[src/sv/ipfwd_pkg.sv]
// ipfwd_pkg: shared types, constants and the header checksum sum for the
// ipv4 forwarding header rewrite block. No dependencies.
`default_nettype none

package ipfwd_pkg;

   // field and bus widths fixed by the item layout
   localparam int ENTRY_IDX_W = 3;
   localparam int MAX_SLOTS   = 2 ** ENTRY_IDX_W;
   localparam int COUNT_W     = 4;
   localparam int CSR_IDX_W   = 3;
   localparam int CSR_DATA_W  = 48;
   localparam int REQ_TDATA_W = 312;
   localparam int RSP_TDATA_W = 128;
   localparam int SUM_W       = 20;
   localparam int FOLD_W      = 17;

   // result action codes
   typedef enum logic [2:0] {
      ACT_FORWARD       = 3'd0,
      ACT_ROUTE_WRITTEN = 3'd1,
      ACT_WRONG_MAC     = 3'd2,
      ACT_FOR_ROUTER    = 3'd3,
      ACT_TTL_EXPIRED   = 3'd4,
      ACT_NO_ROUTE      = 3'd5
   } action_type;

   // configuration register indexes
   typedef enum logic [CSR_IDX_W-1:0] {
      CSR_ROUTE_COUNT = 3'd0,
      CSR_PORT0_MAC   = 3'd1,
      CSR_PORT1_MAC   = 3'd2,
      CSR_PORT0_IP    = 3'd3,
      CSR_PORT1_IP    = 3'd4
   } csr_index_type;

   // one routing table entry
   typedef struct packed {
      logic [31:0] net;
      logic [31:0] mask;
      logic [47:0] mac;
      logic        port;
   } route_type;

   // chosen route after the longest-mask pick
   typedef struct packed {
      logic        found;
      logic        port;
      logic [47:0] mac;
   } pick_type;

   // result payload, lowest field in the lowest bits
   typedef struct packed {
      logic [6:0]  pad;
      logic [15:0] new_checksum;
      logic [7:0]  new_ttl;
      logic [47:0] new_dst_mac;
      logic [47:0] new_src_mac;
      logic        out_port;
   } rsp_data_type;

   // unfolded one's complement sum of the fixed 20 header bytes
   function automatic logic [SUM_W-1:0] csum_sum(
      input logic [31:0] w0,
      input logic [31:0] w1,
      input logic [15:0] tp,
      input logic [31:0] sip,
      input logic [31:0] dip
   );
      logic [SUM_W-1:0] a;
      logic [SUM_W-1:0] b;
      logic [SUM_W-1:0] c;
      a = SUM_W'(w0[31:16]) + SUM_W'(w0[15:0]) + SUM_W'(w1[31:16]);
      b = SUM_W'(w1[15:0]) + SUM_W'(tp) + SUM_W'(sip[31:16]);
      c = SUM_W'(sip[15:0]) + SUM_W'(dip[31:16]) + SUM_W'(dip[15:0]);
      return a + b + c;
   endfunction

endpackage

`default_nettype wire

[src/sv/ipfwd_table.sv]
// ipfwd_table: routing table registers and the per-entry destination match.
// Depends on ipfwd_pkg.
`default_nettype none

module ipfwd_table
   import ipfwd_pkg::*;
#(
   parameter int SLOTS = 8
) (
   input  wire logic               clock,
   input  wire logic               wr_en,
   input  wire logic [ENTRY_IDX_W-1:0] wr_index,
   input  wire route_type          wr_entry,
   input  wire logic [COUNT_W-1:0] route_count,
   input  wire logic [31:0]        dst_ip,
   output route_type               entries [SLOTS],
   output logic [SLOTS-1:0]        hit
);

   route_type table_ff [SLOTS];

   // entry write, slots past the table are dropped
   always_ff @(posedge clock) begin
      for (int i = 0; i < SLOTS; i++) begin
         if (wr_en && wr_index == ENTRY_IDX_W'(i)) begin
            table_ff[i] <= wr_entry;
         end
      end
   end

   // parallel network match over the searched entries
   always_comb begin
      for (int i = 0; i < SLOTS; i++) begin
         entries[i] = table_ff[i];
         hit[i]     = (COUNT_W'(i) < route_count) &&
                      ((dst_ip & table_ff[i].mask) == table_ff[i].net);
      end
   end

endmodule

`default_nettype wire

[src/sv/ipfwd_pick.sv]
// ipfwd_pick: longest-mask winner among matching entries, later entry wins a
// tie, and the winner's next hop. Depends on ipfwd_pkg.
`default_nettype none

module ipfwd_pick
   import ipfwd_pkg::*;
#(
   parameter int SLOTS = 8
) (
   input  wire logic [SLOTS-1:0] hit,
   input  wire route_type        entries [SLOTS],
   output logic [SLOTS-1:0]      win,
   output pick_type              pick
);

   // pairwise mask ranking, every pair compared in parallel
   always_comb begin
      for (int i = 0; i < SLOTS; i++) begin
         win[i] = hit[i];
         for (int j = 0; j < SLOTS; j++) begin
            if (j > i && hit[j] && !(entries[j].mask < entries[i].mask)) begin
               win[i] = 1'b0;
            end
            if (j < i && hit[j] && entries[j].mask > entries[i].mask) begin
               win[i] = 1'b0;
            end
         end
      end
   end

   // and-or select of the winning entry
   always_comb begin
      pick.found = |hit;
      pick.port  = 1'b0;
      pick.mac   = '0;
      for (int i = 0; i < SLOTS; i++) begin
         pick.port = pick.port | (win[i] & entries[i].port);
         pick.mac  = pick.mac | ({48{win[i]}} & entries[i].mac);
      end
   end

endmodule

`default_nettype wire

[src/sv/ipv4_forward_header_rewrite.sv]
// ipv4_forward_header_rewrite: top level, four-stage forwarding pipeline.
// Depends on ipfwd_pkg, ipfwd_table and ipfwd_pick.
//
//   channel | dir | handshake             | payload
//   req_    | in  | req_tvalid/req_tready | req_tdata fields, req_tuser = req_type
//   rsp_    | out | rsp_tvalid/rsp_tready | rsp_tdata fields, rsp_tuser = action
//   csr_    | in  | csr_valid/csr_ready   | csr_index, csr_data (always ready)
//
// One item per cycle unless the output stalls.
// Stages: input register, match and checksum sum, longest-mask pick and
// first fold, output register with rewrite and final fold.
// Route writes update the table at their input transfer, seen by later headers.
// Each stage holds while the next one is full and stalled; reset empties
// the pipeline and clears the configuration registers.
`default_nettype none

module ipv4_forward_header_rewrite
   import ipfwd_pkg::*;
#(
   parameter int ROUTE_ENTRIES = 8
) (
   input  wire logic                   clock,
   input  wire logic                   reset,
   // slave side
   input  wire logic                   req_tvalid,
   output logic                        req_tready,
   // entry_index, entry_net_mask, entry_next_hop_mac, entry_port, in_port,
   // frame_dst_mac, hdr_word0, hdr_word1, ttl_protocol, src_ip, dst_ip, zero pad
   input  wire logic [REQ_TDATA_W-1:0] req_tdata,
   // req_type
   input  wire logic                   req_tuser,
   // master side
   output logic                        rsp_tvalid,
   input  wire logic                   rsp_tready,
   // out_port, new_src_mac, new_dst_mac, new_ttl, new_checksum, zero pad
   output logic [RSP_TDATA_W-1:0]      rsp_tdata,
   // action
   output logic [2:0]                  rsp_tuser,
   // configuration writes
   input  wire logic                   csr_valid,
   output logic                        csr_ready,
   input  wire logic [CSR_IDX_W-1:0]   csr_index,
   input  wire logic [CSR_DATA_W-1:0]  csr_data
);

   localparam int Slots = (ROUTE_ENTRIES < MAX_SLOTS) ? ROUTE_ENTRIES : MAX_SLOTS;

   // input field unpacking
   logic [ENTRY_IDX_W-1:0] f_entry_index;
   logic [63:0]            f_entry_net_mask;
   logic [47:0]            f_entry_mac;
   logic                   f_entry_port;
   logic                   f_in_port;
   logic [47:0]            f_dst_mac;
   logic [31:0]            f_w0;
   logic [31:0]            f_w1;
   logic [15:0]            f_tp;
   logic [31:0]            f_sip;
   logic [31:0]            f_dip;

   assign f_entry_index    = req_tdata[2:0];
   assign f_entry_net_mask = req_tdata[66:3];
   assign f_entry_mac      = req_tdata[114:67];
   assign f_entry_port     = req_tdata[115];
   assign f_in_port        = req_tdata[116];
   assign f_dst_mac        = req_tdata[164:117];
   assign f_w0             = req_tdata[196:165];
   assign f_w1             = req_tdata[228:197];
   assign f_tp             = req_tdata[244:229];
   assign f_sip            = req_tdata[276:245];
   assign f_dip            = req_tdata[308:277];

   // configuration registers
   logic [COUNT_W-1:0] route_count_ff;
   logic [47:0]        port0_mac_ff;
   logic [47:0]        port1_mac_ff;
   logic [31:0]        port0_ip_ff;
   logic [31:0]        port1_ip_ff;

   assign csr_ready = 1'b1;

   always_ff @(posedge clock) begin
      if (reset) begin
         route_count_ff <= '0;
         port0_mac_ff   <= '0;
         port1_mac_ff   <= '0;
         port0_ip_ff    <= '0;
         port1_ip_ff    <= '0;
      end else if (csr_valid && csr_ready) begin
         unique case (csr_index)
            CSR_ROUTE_COUNT: route_count_ff <= csr_data[COUNT_W-1:0];
            CSR_PORT0_MAC:   port0_mac_ff   <= csr_data[47:0];
            CSR_PORT1_MAC:   port1_mac_ff   <= csr_data[47:0];
            CSR_PORT0_IP:    port0_ip_ff    <= csr_data[31:0];
            CSR_PORT1_IP:    port1_ip_ff    <= csr_data[31:0];
            default: ;
         endcase
      end
   end

   // stage handshake chain
   logic v1_ff, v2_ff, v3_ff, v4_ff;
   logic rdy1, rdy2, rdy3, rdy4;
   logic req_xfer;

   assign rdy4       = !v4_ff || rsp_tready;
   assign rdy3       = !v3_ff || rdy4;
   assign rdy2       = !v2_ff || rdy3;
   assign rdy1       = !v1_ff || rdy2;
   assign req_tready = rdy1;
   assign req_xfer   = req_tvalid && req_tready;

   always_ff @(posedge clock) begin
      if (reset) begin
         v1_ff <= 1'b0;
         v2_ff <= 1'b0;
         v3_ff <= 1'b0;
         v4_ff <= 1'b0;
      end else begin
         if (rdy1) v1_ff <= req_tvalid;
         if (rdy2) v2_ff <= v1_ff;
         if (rdy3) v3_ff <= v2_ff;
         if (rdy4) v4_ff <= v3_ff;
      end
   end

   // stage 1: input register
   logic        s1_type_ff;
   logic        s1_in_port_ff;
   logic [47:0] s1_dst_mac_ff;
   logic [31:0] s1_w0_ff;
   logic [31:0] s1_w1_ff;
   logic [15:0] s1_tp_ff;
   logic [31:0] s1_sip_ff;
   logic [31:0] s1_dip_ff;

   always_ff @(posedge clock) begin
      if (rdy1) begin
         s1_type_ff    <= req_tuser;
         s1_in_port_ff <= f_in_port;
         s1_dst_mac_ff <= f_dst_mac;
         s1_w0_ff      <= f_w0;
         s1_w1_ff      <= f_w1;
         s1_tp_ff      <= f_tp;
         s1_sip_ff     <= f_sip;
         s1_dip_ff     <= f_dip;
      end
   end

   // route table, written at the route write transfer
   route_type        wr_entry;
   route_type        tbl_entries [Slots];
   logic [Slots-1:0] tbl_hit;

   assign wr_entry.net  = f_entry_net_mask[63:32];
   assign wr_entry.mask = f_entry_net_mask[31:0];
   assign wr_entry.mac  = f_entry_mac;
   assign wr_entry.port = f_entry_port;

   ipfwd_table #(
      .SLOTS (Slots)
   ) u_table (
      .clock       (clock),
      .wr_en       (req_xfer && !req_tuser),
      .wr_index    (f_entry_index),
      .wr_entry    (wr_entry),
      .route_count (route_count_ff),
      .dst_ip      (s1_dip_ff),
      .entries     (tbl_entries),
      .hit         (tbl_hit)
   );

   // stage 2 inputs: acceptance checks and checksum sum with the new ttl
   action_type       act2_in;
   logic [7:0]       ttl2_in;
   logic [SUM_W-1:0] sum2_in;
   logic [47:0]      my_mac;
   logic [31:0]      my_ip;

   assign my_mac  = s1_in_port_ff ? port1_mac_ff : port0_mac_ff;
   assign my_ip   = s1_in_port_ff ? port1_ip_ff : port0_ip_ff;
   assign ttl2_in = s1_tp_ff[15:8] - 8'd1;
   assign sum2_in = csum_sum(s1_w0_ff, s1_w1_ff, {ttl2_in, s1_tp_ff[7:0]},
                             s1_sip_ff, s1_dip_ff);

   always_comb begin
      priority if (!s1_type_ff)             act2_in = ACT_ROUTE_WRITTEN;
      else if (s1_dst_mac_ff != my_mac)     act2_in = ACT_WRONG_MAC;
      else if (s1_dip_ff == my_ip)          act2_in = ACT_FOR_ROUTER;
      else if (s1_tp_ff[15:8] <= 8'd1)      act2_in = ACT_TTL_EXPIRED;
      else                                  act2_in = ACT_FORWARD;
   end

   // stage 2 register, table snapshot taken with the header
   action_type       act2_ff;
   logic [7:0]       ttl2_ff;
   logic [SUM_W-1:0] sum2_ff;
   logic [Slots-1:0] hit2_ff;
   route_type        ent2_ff [Slots];

   always_ff @(posedge clock) begin
      if (rdy2) begin
         act2_ff <= act2_in;
         ttl2_ff <= ttl2_in;
         sum2_ff <= sum2_in;
         hit2_ff <= tbl_hit;
         for (int i = 0; i < Slots; i++) begin
            ent2_ff[i] <= tbl_entries[i];
         end
      end
   end

   // longest-mask pick
   logic [Slots-1:0] win;
   pick_type         pick;

   ipfwd_pick #(
      .SLOTS (Slots)
   ) u_pick (
      .hit     (hit2_ff),
      .entries (ent2_ff),
      .win     (win),
      .pick    (pick)
   );

   // stage 3 inputs: no-route drop and first checksum fold
   action_type        act3_in;
   logic [FOLD_W-1:0] fold3_in;

   assign act3_in  = (act2_ff == ACT_FORWARD && !pick.found) ? ACT_NO_ROUTE : act2_ff;
   assign fold3_in = FOLD_W'(sum2_ff[SUM_W-1:16]) + FOLD_W'(sum2_ff[15:0]);

   action_type        act3_ff;
   logic [7:0]        ttl3_ff;
   logic [FOLD_W-1:0] fold3_ff;
   pick_type          pick3_ff;

   always_ff @(posedge clock) begin
      if (rdy3) begin
         act3_ff  <= act3_in;
         ttl3_ff  <= ttl2_ff;
         fold3_ff <= fold3_in;
         pick3_ff <= pick;
      end
   end

   // stage 4 inputs: header rewrite, final fold, zeros unless forwarded
   rsp_data_type      data4_in;
   logic [FOLD_W-1:0] fold4;

   assign fold4 = FOLD_W'(fold3_ff[FOLD_W-1]) + FOLD_W'(fold3_ff[15:0]);

   always_comb begin
      data4_in = '0;
      if (act3_ff == ACT_FORWARD) begin
         data4_in.out_port     = pick3_ff.port;
         data4_in.new_src_mac  = pick3_ff.port ? port1_mac_ff : port0_mac_ff;
         data4_in.new_dst_mac  = pick3_ff.mac;
         data4_in.new_ttl      = ttl3_ff;
         data4_in.new_checksum = ~fold4[15:0];
      end
   end

   // output register
   action_type   act4_ff;
   rsp_data_type data4_ff;

   always_ff @(posedge clock) begin
      if (rdy4) begin
         act4_ff  <= act3_ff;
         data4_ff <= data4_in;
      end
   end

   assign rsp_tvalid = v4_ff;
   assign rsp_tuser  = act4_ff;
   assign rsp_tdata  = data4_ff;

   // checks, the pick only for headers that reach the table search
   a_drop_zero: assert property (@(posedge clock) disable iff (reset)
      v4_ff && act4_ff != ACT_FORWARD |-> data4_ff == '0)
      else $error("dropped or write result carries a nonzero payload");

   a_fwd_ttl: assert property (@(posedge clock) disable iff (reset)
      v4_ff && act4_ff == ACT_FORWARD |-> data4_ff.new_ttl != 8'd0)
      else $error("forwarded header with zero ttl");

   a_pick_onehot: assert property (@(posedge clock) disable iff (reset)
      v2_ff && act2_ff == ACT_FORWARD |-> $onehot0(win))
      else $error("more than one route picked");

   a_pick_found: assert property (@(posedge clock) disable iff (reset)
      v2_ff && act2_ff == ACT_FORWARD && (|hit2_ff) |-> $onehot(win))
      else $error("matching routes but no winner");

   a_reset_empty: assert property (@(posedge clock)
      reset |=> !rsp_tvalid)
      else $error("result valid right after reset");

endmodule

`default_nettype wire

[config.mk]
export PLATFORM = sky130hd
export DESIGN_NAME = ipv4_forward_header_rewrite
export DESIGN_NICKNAME = d
export VERILOG_FILES = /design/src/sv/ipfwd_pkg.sv /design/src/sv/ipfwd_table.sv /design/src/sv/ipfwd_pick.sv /design/src/sv/ipv4_forward_header_rewrite.sv
export SDC_FILE = /design/constraint.sdc
export NUM_CORES = 2
export LEC_CHECK = 0
export ABC_CLOCK_PERIOD_IN_PS = 25700
export BUFFER_PORTS_ARGS = -buffer_cell sky130_fd_sc_hd__buf_4
export CAP_MARGIN = 10
export CORE_MARGIN = 2
export CORE_UTILIZATION = 54
export CTS_CLUSTER_SIZE = 10
export DETAILED_ROUTE_END_ITERATION = 10
export MAX_ROUTING_LAYER = met4
export PLACE_DENSITY = 0.72
export REMOVE_ABC_BUFFERS = 1
export SETUP_SLACK_MARGIN = 0.2
export SLEW_MARGIN = 20
export SYNTH_ARGS = -nofsm -noshare
export SYNTH_HDL_FRONTEND = slang
export SYNTH_SLANG_ARGS = --single-unit
[constraint.sdc]
create_clock -name clock -period 25.7 [get_ports clock]
set_clock_uncertainty 0.05 [all_clocks]
set_input_delay 0 -clock clock [delete_from_list [all_inputs] [get_ports clock]]
set_output_delay 0 -clock clock [all_outputs]
set_load 0.02 [all_outputs]
Word-level counts from Yosys, hierarchy flattened
Memory sizes are Yosys's and may differ from the RTL's.
Cells that the tools add are included.
{ "classes": {"n_lt_le_gt_ge": 65, "eq_ne": 21, "reduce_logical": 131, "bitwise_logic": 40, "shift": 0, "add_sub_neg": 11, "div_mod_pow": 0, "n_mul": 0, "n_mux": 99} }
{ "ops": {"columns": ["cell", "n"], "rows": [
  ["$gt 32x32->1", 28],
  ["$lt 32x32->1", 28],
  ["$mux 113", 7],
  ["$reduce_or 113->1", 7],
  ["$and 48x48->48", 8],
  ["$or 48x48->48", 7],
  ["$eq 32x32->1", 9],
  ["$and 32x32->32", 8],
  ["$mux 48", 2],
  ["$mux 1", 79],
  ["$logic_and 1x1->1", 75],
  ["$add 17x16->18", 3],
  ["$add 16x16->17", 3],
  ["$ne 48x48->1", 1],
  ["$logic_not 1->1", 34],
  ["$mux 32", 1],
  ["$mux 3", 8],
  ["$add 19x18->20", 1],
  ["$add 18x18->19", 1],
  ["$add 4x16->17", 1],
  ["$add 1x16->16", 1],
  ["$lt 3x4->1 const A", 4],
  ["$not 16->16", 1],
  ["$eq 3x3->1 const B", 5],
  ["other kinds (15)", 45]
]} }
{ "word_totals": {"ram_bits": 904, "in_bits": 369, "regBits": 1250, "latchBits": 0, "memories": 1, "romBits": 0} }
{ "memory_table": {"columns": ["name", "words", "width", "rd", "rd_clocked_by_memory_dff", "wr", "line", "source"], "rows": [
  ["u_table.table_ff", 8, 113, 8, 0, 1, "ipfwd_table.sv:20", "route_type table_ff [SLOTS];"]
]} }

Depth between registers and ports, before layout
{ "depth": {"ltp_word": 18, "mapped_depth": 21, "mapped_depth_nobuf": 21} }

Modules after synthesis
A second synthesis with hierarchy kept.
{ "unflattened": {"hier_cells": 7554, "area_unflattened_um2": 107857.2} }
{ "by_module_without_submodules": {"columns": ["mod", "area_each_um2", "seq_area_each_um2", "instances", "cells_each"], "rows": [
  ["ipv4_forward_header_rewrite", 53332.4, 43541.8, 1, 2976],
  ["ipfwd_table", 31243.7, 27146.0, 1, 1563],
  ["ipfwd_pick", 23281.1, 0.0, 1, 3015]
]} }

Worst setup path after synthesis
Ideal clock, no wire load.
{ "synth_path": {"path_kind": "flip-flop to flip-flop", "from": "register v4_ff (netlist: rsp_tvalid)", "to": "register act2_ff[0] (enable)", "arrival_time_ns": 11.959, "setup_ns": 4.868, "required_time_ns": 20.782, "path_buffers": 0, "path_stages_with_launch": 4, "synth_period_minus_slack_ns": 16.877, "setup_slack_ns": 8.823, "cell_sequence": "dfxtp_1 nor2b_1 and2_1 nand2_1"} }
{ "synth_via": {"elab_chain_cells": 4} }
{ "synth_lines": {"columns": ["item", "line", "source"], "rows": [
  ["start: declaration", "ipv4_forward_header_rewrite.sv:102", "logic v1_ff, v2_ff, v3_ff, v4_ff;"],
  ["start signal: assignment", "ipv4_forward_header_rewrite.sv:123", "if (rdy4) v4_ff <= v3_ff;"],
  ["$logic_not 1->1", "ipv4_forward_header_rewrite.sv:106", "assign rdy4 = !v4_ff || rsp_tready;"],
  ["$logic_or 1x1->1", "ipv4_forward_header_rewrite.sv:106", null],
  ["$logic_or 1x1->1", "ipv4_forward_header_rewrite.sv:107", "assign rdy3 = !v3_ff || rdy4;"],
  ["$logic_or 1x1->1", "ipv4_forward_header_rewrite.sv:108", "assign rdy2 = !v2_ff || rdy3;"],
  ["net rdy2", "ipv4_forward_header_rewrite.sv:103", "logic rdy1, rdy2, rdy3, rdy4;"],
  ["end signal: assignment", "ipv4_forward_header_rewrite.sv:203", "act2_ff <= act2_in;"],
  ["end: declaration", "ipv4_forward_header_rewrite.sv:195", "action_type act2_ff;"]
]} }
The timed path passes the listed nets, and every way through them passes these cells.
A chain may end at the register's enable or synchronous reset.

==> flow_summary.yaml <==
yosys:
  yosys.area.top_type_share_pct: 60.2
  synth-simple-area-share_pct: 8.67
  muxShareOfSynthArea_pct: 1.33
  synth_xor_area_share_pct: 3.36
  ys_seq_area_share_pct: 63.5
  syn_area_per_cell_um2: 13.8
  synth_compound_area_share_pct: 7.19
  synthCells: 7161
  synth_commonest_cells: "edfxtp_1, ha_1, nand2_1"
  synthDistinctLibCells: 85
  synth_area_um2: 99100
  synth_most_common_cell: "edfxtp_1"
  synth-edff-count: 1986
  ys_seq_elements: 2154
  yosys.area_share.adder_pct: 13.8
  synthArstFlopShare_pct: 0
  synth_top_family_by_area: "adder cells"
  synth-warning-count: 0
  synth_flop_cell: "edfxtp_1"
  ys_top_cells_by_area: "edfxtp_1, ha_1, dfxtp_1, nand2_1, a21oi_1"
  yosys.area.top_type: "edfxtp_1"
routing:
  vias: 69448
  ant_nets: 0
  wl_per_cell_um: 32.1
  drt_first_iter_violations: 8932
  wirelength_um: 355000
  via_per_inst: 6.28
  drcViolationCount: 0
  dr.pass1.iters: 6
setup_path:
  crit_slowest_cell: "o211ai_1"
  regToRegSetupSlack_ns: 19.50
  end_kind: "flip-flop"
  critical_path_arrival_ns: 6.74
  required_ns: 26.24
  critPathMaxStageDelay_ns: 1.02
  reg2reg_depth: 12
  path_buf_inv: 2
  timing.rr.end: "pick3_ff[20]"
  r2r_start: "ent2_ff[69]"
  cp-start-kind: "flip-flop"
  crit_family: "compound AO/OA/AOI/OAI gates"
  path_cells: "inv_1 -> ha_1 -> a21oi_1 -> a21boi_0 -> o221a_2 -> nor3_1 -> o22ai_1 -> o211ai_1 -> buf_4 -> nor2_1 -> a221oi_1 -> nand3_1"
  critPathMaxFanout: 48
  critPathKind: "flip-flop to flip-flop"
placed_design:
  dp_hpwl_um: 240000
  portBuffers: 491
  place_congestion: 1.04
timing:
  hold_violations: 0
  tightest_slew_ns: 1.22
  fin_crit_ns: 6.20
  tns_ns: 0
  relSlewSlack_pct: 17.9
  rsz0062_at_grt: "no"
  fmax_ghz: 0.161
  setup_viol: 0
  drv_slew: 0
  fin_crit_sh_pct: 24.1
worst_hold_path:
  hold_class: "input port to flip-flop"
  whs_path_depth: 2
  min_to: "u_table.table_ff[1][98]"
  hp-start: "req_tdata[52]"
floorplan:
  start_util_pct: 54.3
  io_pins: 503
  die_x_um: 432
  die-area_um2: 187000
  rows: 157
  die_y_um: 432
  core-area_um2: 183000
cells_and_area:
  area_delta_synth_final_pct: 20.9
  fin_nets: 9918
  drive_above_1_share_pct: 10.1
clock_network:
  cts_buffers: 233
  cts-root-buf: "clkbuf_16"
  htree_levels: 4
  cts_buffer_depth: 3
  insertion_delay_ns: 0.87
  cts_tree: "built"
  cts.clk_slew.worst_paths_ns: 0.06
  post_cts_buffers: 0
  clock-sinks: 2154
  cts_resized: 0
power_and_ir_drop:
  max-vdd-ir-drop_uv: 80.3
  pwr_density_cell_nw_per_um2: 67.6
  leakagePower_uw: 0.0468
  power_uw: 8100
flow_run:
  drv_cap: 0
grt:
  antenna_found_initial: 58
  grt_overflow: 0
  grt_pass1_wl_um: 493000
  grt_max_degree: 187
  grt_pass1_vias: 69511
  track_usage_pct: 38.8
outcome:
  status: "finished clean"
-- power breakdown --
group          leakage (uW)  internal [uW]  switching, uW  total [uW]
clock network       0.00309           1650           1300        2950
logic                0.0224            472            613        1080
registers            0.0213           3970           94.8        4060
-- sequential cells by signal, summed over array words and instances, names as in the netlist, 4 cells and up --
register / count
ent2_ff: 648
rsp_tdata: 121
s1_w1_ff: 32
u_table.table_ff: 904
s1_tp_ff: 16
s1_sip_ff: 32
port0_ip_ff: 32
s1_w0_ff: 32
route_count_ff: 4
sum2_ff: 20
hit2_ff: 8
ttl2_ff: 8
pick3_ff: 49
s1_dip_ff: 32
fold3_ff: 17
port1_mac_ff: 48
ttl3_ff: 8
s1_dst_mac_ff: 48
port0_mac_ff: 48
port1_ip_ff: 32
-- layout by cell type, fill, tap and decap left out, types with 36 or more instances in the layout --
cell,Yosys,layout
a211oi_1,50,50
a21o_1,75,75
a21oi_1,455,455
a221oi_1,59,59
a222oi_1,49,49
and2_1,62,62
buf_4,10,569
clkbuf_1,149,78
clkbuf_16,0,236
dfxtp_1,168,168
diode_2,0,58
dlygate4sd3_1,0,735
edfxtp_1,1986,1986
fa_1,111,111
ha_1,913,913
inv_1,357,354
mux2i_1,132,132
nand2_1,747,745
nand3_1,263,261
nand4_1,205,205
nor2_1,260,253
nor2b_1,36,36
nor3_1,64,61
nor4_1,73,71
o211ai_1,42,42
o21ai_0,160,160
o22a_1,49,49
xnor2_1,204,204
xor2_1,176,176
-- cell type report --
cell class,count,area [um^2]
multi-input cells,4466,34200
fillers,12400,62800
inverters,357,1350
clock buffers,314,6200
diodes,58,145
repair buffers,1313,11800
clock inverters,13,190
flip-flops and latches,2154,63000
well taps,2385,2980
-- per-layer routing --
layer | track usage, % | part of all wire, % | vias up
li1 | - | - | 29802
met3 | 5.69 | 8.5 | 1125
met2 | 60.9 | 47 | 4411
met5 | - | 0 | -
met4 | 29.4 | 8.9 | 0
met1 | 45.4 | 35 | 34110
-- worst max-delay path by stage --
stage | slack (ns) | end | depth (start not counted) | start
2_1_floorplan | 8.82 | act2_ff[0] | 3 | rsp_tvalid
3_3_place_gp | 19.95 | pick3_ff[9] | 12 | ent2_ff[69]
3_5_place_dp | 19.96 | pick3_ff[3] | 12 | ent2_ff[69]
4_1_cts | 19.92 | pick3_ff[44] | 12 | ent2_ff[69]
5_1_grt | 19.61 | pick3_ff[20] | 12 | ent2_ff[69]
6_report | 19.50 | pick3_ff[20] | 12 | ent2_ff[69]
-- cells by family after synthesis --
family,after synthesis
buffers and inverters,547
DFF,2154
adders and majority gates,1024
and+or+nand+nor,1819
AOI/OAI and AO/OA,1103
other,2
xor gates and xnor gates,380
muxes,132
-- through the flow --
stage | setup WS [ns] | utilization (%) | cell area (um^2) | cells | hold WS (ns)
6_report | 19.50 | 65.6 | 120000 | 11060 | 0.0193
5_1_grt | 19.61 | 65.6 | 120000 | 11052 | 0.00491
4_1_cts | 19.92 | 65.5 | 120000 | 11001 | 0.00210
3_5_place_dp | 19.96 | 58.0 | 106000 | 9939 | 0.129
3_3_place_gp | 19.95 | 58.0 | 106000 | 9939 | 0.128
2_1_floorplan | 8.82 | - | 98400 | 6977 | 0.0191
-- repair_timing --
| action | in CTS | in global routing |
|---|---|---|
| hold endpoints to repair | 1503 | 5 |
| hold buffers | 735 | 1 |
| setup endpoints to repair | 0 | 0 |
(Power assumes the default switching activity.)
